## src/hw/rtl/he_pkg.sv

```systemverilog
// Shared types and constants of the histogram equalizer.
// Used by he_div and histogram_equalizer under hw/rtl; depends on nothing else.
package he_pkg;

   // Fixed field widths.
   localparam int PIX_W     = 8;   // grey level of an input word
   localparam int LEVEL_W   = 8;   // equalized level of a result word
   localparam int BIN_W     = 24;  // one histogram bin
   localparam int CFG_W     = 13;  // size registers
   localparam int CSR_IDX_W = 2;   // register index on the configuration port

   localparam logic [BIN_W-1:0] BIN_MAX = {BIN_W{1'b1}};

   // Register indexes.
   localparam logic [CSR_IDX_W-1:0] CSR_IMAGE_WIDTH  = 2'd0;
   localparam logic [CSR_IDX_W-1:0] CSR_IMAGE_HEIGHT = 2'd1;

   localparam logic [CFG_W-1:0] SIDE_RESET = 13'd512;

   // Input word kinds carried on tuser.
   localparam logic MODE_COUNT = 1'b0;
   localparam logic MODE_MAP   = 1'b1;

   typedef enum logic [3:0] {
      ST_CLEAR,
      ST_IDLE,
      ST_CNT_WR,
      ST_MAP_OUT,
      ST_BLD_RD,
      ST_BLD_MUL,
      ST_BLD_ACC,
      ST_BLD_GO,
      ST_BLD_DIV
   } st_type;

   // Status of the shared divider as seen by the sequencer.
   typedef struct packed {
      logic busy;
      logic done;
      logic ovf;
   } div_stat_type;

endpackage

```

## src/hw/rtl/he_div.sv

```systemverilog
// Iterative restoring divider, one quotient bit per cycle.
// Depends on he_pkg for the status struct.
module he_div #(
   parameter int NUM_W = 40,
   parameter int DEN_W = 26,
   parameter int QUO_W = 8
) (
   input  logic                clock,
   input  logic                reset,
   input  logic                start,
   input  logic [NUM_W-1:0]    num,
   input  logic [DEN_W-1:0]    den,
   output logic [QUO_W-1:0]    quo,
   output he_pkg::div_stat_type stat
);

   localparam int SH_W  = DEN_W + QUO_W;
   localparam int CMP_W = ((NUM_W > SH_W) ? NUM_W : SH_W) + 1;
   localparam int CNT_W = $clog2(QUO_W + 1);

   logic [NUM_W-1:0] rem_ff, rem_in;
   logic [SH_W-1:0]  dsh_ff, dsh_in;
   logic [QUO_W-1:0] quo_ff, quo_in;
   logic [CNT_W-1:0] cnt_ff, cnt_in;
   logic             busy_ff, busy_in;
   logic             done_ff, done_in;
   logic             ovf_ff, ovf_in;
   logic             fits;

   // The shared compare and subtract step.
   assign fits = CMP_W'(rem_ff) >= CMP_W'(dsh_ff);

   always_comb begin
      rem_in  = rem_ff;
      dsh_in  = dsh_ff;
      quo_in  = quo_ff;
      cnt_in  = cnt_ff;
      busy_in = busy_ff;
      done_in = 1'b0;
      ovf_in  = ovf_ff;
      if (start) begin
         rem_in  = num;
         dsh_in  = SH_W'(den) << (QUO_W - 1);
         quo_in  = '0;
         cnt_in  = CNT_W'(QUO_W);
         busy_in = 1'b1;
         ovf_in  = CMP_W'(num) >= (CMP_W'(den) << QUO_W);
      end else if (busy_ff) begin
         if (fits) begin
            rem_in = rem_ff - NUM_W'(dsh_ff);
         end
         quo_in = {quo_ff[QUO_W-2:0], fits};
         dsh_in = dsh_ff >> 1;
         cnt_in = cnt_ff - CNT_W'(1);
         if (cnt_ff == CNT_W'(1)) begin
            busy_in = 1'b0;
            done_in = 1'b1;
         end
      end
   end

   always_ff @(posedge clock) begin
      if (reset) begin
         busy_ff <= 1'b0;
         done_ff <= 1'b0;
         cnt_ff  <= '0;
      end else begin
         busy_ff <= busy_in;
         done_ff <= done_in;
         cnt_ff  <= cnt_in;
      end
      rem_ff <= rem_in;
      dsh_ff <= dsh_in;
      quo_ff <= quo_in;
      ovf_ff <= ovf_in;
   end

   assign quo       = quo_ff;
   assign stat.busy = busy_ff;
   assign stat.done = done_ff;
   assign stat.ovf  = ovf_ff;

endmodule

```

## config.mk

```make
export PLATFORM = sky130hd
export DESIGN_NAME = he_div
export DESIGN_NICKNAME = d
export VERILOG_FILES = /design/src/hw/rtl/he_pkg.sv /design/src/hw/rtl/he_div.sv
export SDC_FILE = /design/constraint.sdc
export NUM_CORES = 1
export LEC_CHECK = 0
export BUFFER_PORTS_ARGS = -buffer_cell sky130_fd_sc_hd__buf_2
export CAP_MARGIN = 20
export CORE_ASPECT_RATIO = 0.9
export CORE_UTILIZATION = 64
export DETAILED_ROUTE_END_ITERATION = 8
export GPL_TIMING_DRIVEN = 0
export PLACE_DENSITY = 0.87
export SKIP_CTS_REPAIR_TIMING = 1
export SLEW_MARGIN = 25
export SYNTH_ARGS = -nofsm -noshare
export SYNTH_HDL_FRONTEND = slang
export SYNTH_SLANG_ARGS = --single-unit
```

## constraint.sdc

```tcl
create_clock -name clock -period 8 [get_ports clock]
set_input_delay 0 -clock clock [delete_from_list [all_inputs] [get_ports clock]]
set_output_delay 0 -clock clock [all_outputs]
set_load 0.02 [all_outputs]
```

Word-level counts from Yosys, hierarchy flattened
Cells that the tools add are included.

storage, ports and cells
  logic and storage cells = 31
  output and inout bits = 11
  bits in registers = 88
  bits of input ports = 69

cells by class
  $lt $le $gt $ge = 2
  eq/ne operators = 1
  bitwise logic cells = 1
  muxes and demuxes = 11
  reductions and logical operators = 5
  $add $sub $neg = 2

operators with widths
  cell                                              count
  2-to-1 mux 40 bit                                 3
  2-to-1 mux 33 bit                                 2
  greater-or-equal comparator 40 x 33 -> 1 bit      1
  greater-or-equal comparator 40 x 34 -> 1 bit      1
  subtractor 40 x 33 -> 40 bit                      1
  2-to-1 mux 4 bit                                  2
  == test 4 x 1 -> 1 bit, second input constant     1
  2-to-1 mux 1 bit                                  4
  nonzero test 2 bit                                2
  subtractor 4 x 1 -> 4 bit, second input constant  1
  OR reduction 3 bit                                1
  AND reduction 2 bit                               1
  OR reduction 2 bit                                1
  NOT 1 bit                                         1

Longest topological paths before layout
  depth in word-level cells = 4
  depth in mapped cells = 11
  mapped depth without buffers = 11

Least setup slack after synthesis
No wires, ideal clock.

  kind = flip-flop to flip-flop
  from = register rem_ff[17]
  to = register rem_ff[0], enable pin
  path buffers = 1
  cell stages (with the launch flop) = 10
  setup slack = 4.400 ns
  data required time = 7.551 ns
  data arrival time = 3.151 ns
  path through = edfxtp_1 > ha_1 > buf_2 > nand4_1 > a2111oi_0 > a21boi_1 > a31oi_1 > o21a_1 > o2111ai_1 > o211ai_1

on the way
  longest elaborated chain between the ends = 3

RTL lines
  element                                       RTL line      text
  start: declaration                            he_div.sv:21  logic [NUM_W-1:0] rem_ff, rem_in;
  start signal: assignment                      he_div.sv:72  rem_ff <= rem_in;
  greater-or-equal comparator 40 x 33 -> 1 bit  he_div.sv:31  assign fits = CMP_W'(rem_ff) >= CMP_W'(dsh_ff);
  nonzero test 2 bit (no source line)           n/a
  AND reduction 2 bit (no source line)          n/a

Every way passes these cells.
A chain may end at the register's enable or synchronous reset.

Worst setup path after layout
  from = register dsh_ff[17]
  to = register rem_ff[18], enable pin

on the way
  longest elaborated chain between the ends = 3

RTL lines
  element                                       RTL line      text
  start: declaration                            he_div.sv:22  logic [SH_W-1:0] dsh_ff, dsh_in;
  start signal: assignment                      he_div.sv:73  dsh_ff <= dsh_in;
  greater-or-equal comparator 40 x 33 -> 1 bit  he_div.sv:31
  nonzero test 2 bit (no source line)           n/a
  AND reduction 2 bit (no source line)          n/a

Every way passes these cells.

==> impl_metrics.yaml <==
timing:
  post-route-worst-setup-slack_ns: 4.35
  timing_worst_slew_pin_value_ns: 0.821
  tns_ns: 0
  finalHoldViolations: 18
  setup_violations: 0
  rsz0062_at_grt: "false"
  final.setup_skew_ns: 0.00652
  drv_slew: 0
  holdWs_ns: -0.0496
  max-slew-margin-rel_pct: 45.3
  fmax_mhz: 274
  share_of_the_clock_period_used_by_the_worst_path_after_layout_pct: 45.6
  period_needed_ns: 3.65
grt:
  grtUsageMet3_pct: 5.90
  wire_length_of_the_first_global_routing_pass_mm: 31.3
  global_route.overflow_total: 0
  grt.total_usage_pct: 37.5
  largest_net_degree_at_the_start_of_global_routing: 27
  use_met1_pct: 51.6
  use_met2_pct: 59.0
  grt_busiest_layer: "met2"
  grt_antenna_before_repair: 0
  first_global_vias: 6156
setup_path:
  worst_setup_path_end_kind: "register"
  timing.setup.critical_path_class: "register to register"
  critPathArrivalTime_ns: 3.71
  timing.critical_path.fanout_max: 9
  critical_path_required_ns: 8.06
  worstSetupStartpointType: "register"
place:
  io_port_bufs: 79
  dp_hpwl_mm: 14.8
  gp_routability_congestion: 0.929
  preCtsSetupSlack_ns: 4.47
job:
  maxcap_viol_count: 0
die:
  die-area_sq_um: 10900
  num_rows: 35
  num_io_pins: 80
  core_area_sq_um: 10200
  die_w_microns: 110
  die_y_microns: 99.2
  start_util_pct: 65.9
finish:
  flow.area_growth_from_synthesis_pct: 18.0
  layout.cells.most_common: "nand2_1"
  drive_gt1_share_pct: 15.1
  mostFrequentLayoutCells: "nand2_1, buf_2, inv_1, edfxtp_1, ha_1"
  num-nets-final: 1032
  final_core_utilization_pct: 77.7
  antenna-diode-count: 0
synth:
  cell_accounting_for_the_most_synthesized_area: "edfxtp_1"
  synth-edff-count: 67
  synth_fp_nets: 902
  ys.warnings.count: 0
  synth_top_area_share_pct: 29.9
  postSynthRegisterBits: 88
  synthesis.area_per_instance_sq_um: 8.72
  postSynthCellCount: 771
  synth_cell_types: 74
  async_reset_ff_share_pct: 0
  syn-cell-area_sq_um: 6720
  yosys_most_used_dff: "edfxtp_1"
  synthTopCellsByArea: "edfxtp_1, ha_1, dfxtp_1"
  synth_seq_area_share_pct: 36.2
cts:
  clock_tree_from_tritoncts: "built"
  tritoncts.num_buffers: 9
  clk_latency_ns: 0.35
  cts-root-buf: "clkbuf_16"
  clock_sinks: 88
  ctsLongestPathBuffers: 2
  cts-htree-levels: 3
  clk_pin_slew_worst_paths_ns: 0.07
route:
  drt_first_iter_violations: 651
  ant_nets: 0
  drc: 0
  route.vias.total: 6607
  drt_pre_antenna_iters: 6
  routed_wl_mm: 20.2
  drt-vias-per-instance: 6.38
  avgRoutedWirePerCell_microns: 19.5
power_and_ir_drop:
  worst_ir_drop_vdd_mv: 0.180
  power_density_nw_per_um2: 250
  power.leakage_nw: 3.44
status:
  run_status: "complete, but fails checks"
  violations_in_the_final_reports: "hold timing"
min_path:
  path_class_of_the_lowest_slack_min_delay_path: "input port to register"
per-stage QoR:
stage                     total power, mW  instance area (sq um)  instances
after CTS                            1.93                   7590       1001
after global placement               1.50                   7280        979
after detailed placement             1.53                   7320        985
after global routing                 2.08                   7930       1035
after floorplan                      1.30                   6720        771
final                                1.98                   7930       1035
flip-flops by register name, indices dropped and copies added (netlist names):
signal,count
done_ff,1
quo,8
dsh_ff,33
cnt_ff,4
ovf_ff,1
busy_ff,1
rem_ff,40
cells in the mapped netlist (all sizes together) (19+ instances only):
cell type,number
a21oi,47
edfxtp,67
nand2,96
nand4,19
clkbuf,26
inv,70
nor2,50
dfxtp,21
ha,61
o21ai,54
o31ai,25
power by group:
group,switching [mW],total [mW],leakage (nW),internal [mW]
clock network,0.193,0.409,0.141,0.216
registers,0.0347,0.625,0.859,0.590
logic,0.583,0.947,2.44,0.364
path summary, 6_finish.rpt:
path | slack (ns) | from | to | cells past startpoint
max | 4.35 | dsh_ff[17] | rem_ff[18] | 13
min reg2reg | 0.51 | cnt_ff[1] | cnt_ff[1] | 2
min | -0.05 | num[6] | rem_ff[6] | 3
max reg2reg | 4.35 | dsh_ff[17] | rem_ff[18] | 13
cell families (layout without fill, tap and decap cells):
logic type                 after synthesis  after routing  share of synthesized area, %
AOI/OAI and AO/OA                      217            217                          21.5
muxes                                   19             19                          2.87
xor gates and xnor gates                27             27                          3.52
adders and majority gates               62             62                          11.7
buffers and inverters                  114            249                          6.94
and+or+nand+nor                        244            244                          17.3
DFF                                     88             88                          36.2
per-layer routing:
layer / up-vias / wire [microns]
met5: - / 0
met4: 0 / 635
met3: 54 / 1730
met2: 380 / 9310
met1: 3101 / 8480
li1: 3072 / -
layout make-up:
cell class / count / area [sq um]
repair buffers: 119 / 773
fillers: 717 / 2270
plain buffers: 42 / 196
multi-input cells: 569 / 3820
flip-flops and latches: 88 / 2430
clock buffers: 10 / 233
well taps: 129 / 161
clock inverters: 6 / 42.5
inverters: 72 / 270
critical path, cell delays in order (launching register included):
cell and delay (ns):
edfxtp_1 0.33, inv_1 0.07, ha_1 0.28, buf_2 0.18
nand4_1 0.18, a2111oi_0 0.48, a21boi_1 0.18, a31oi_1 0.34
o21a_1 0.32, o2111ai_1 0.16, o211ai_1 0.23, buf_4 0.25
buf_4 0.19, buf_4 0.17
(Power assumes the default switching activity.)
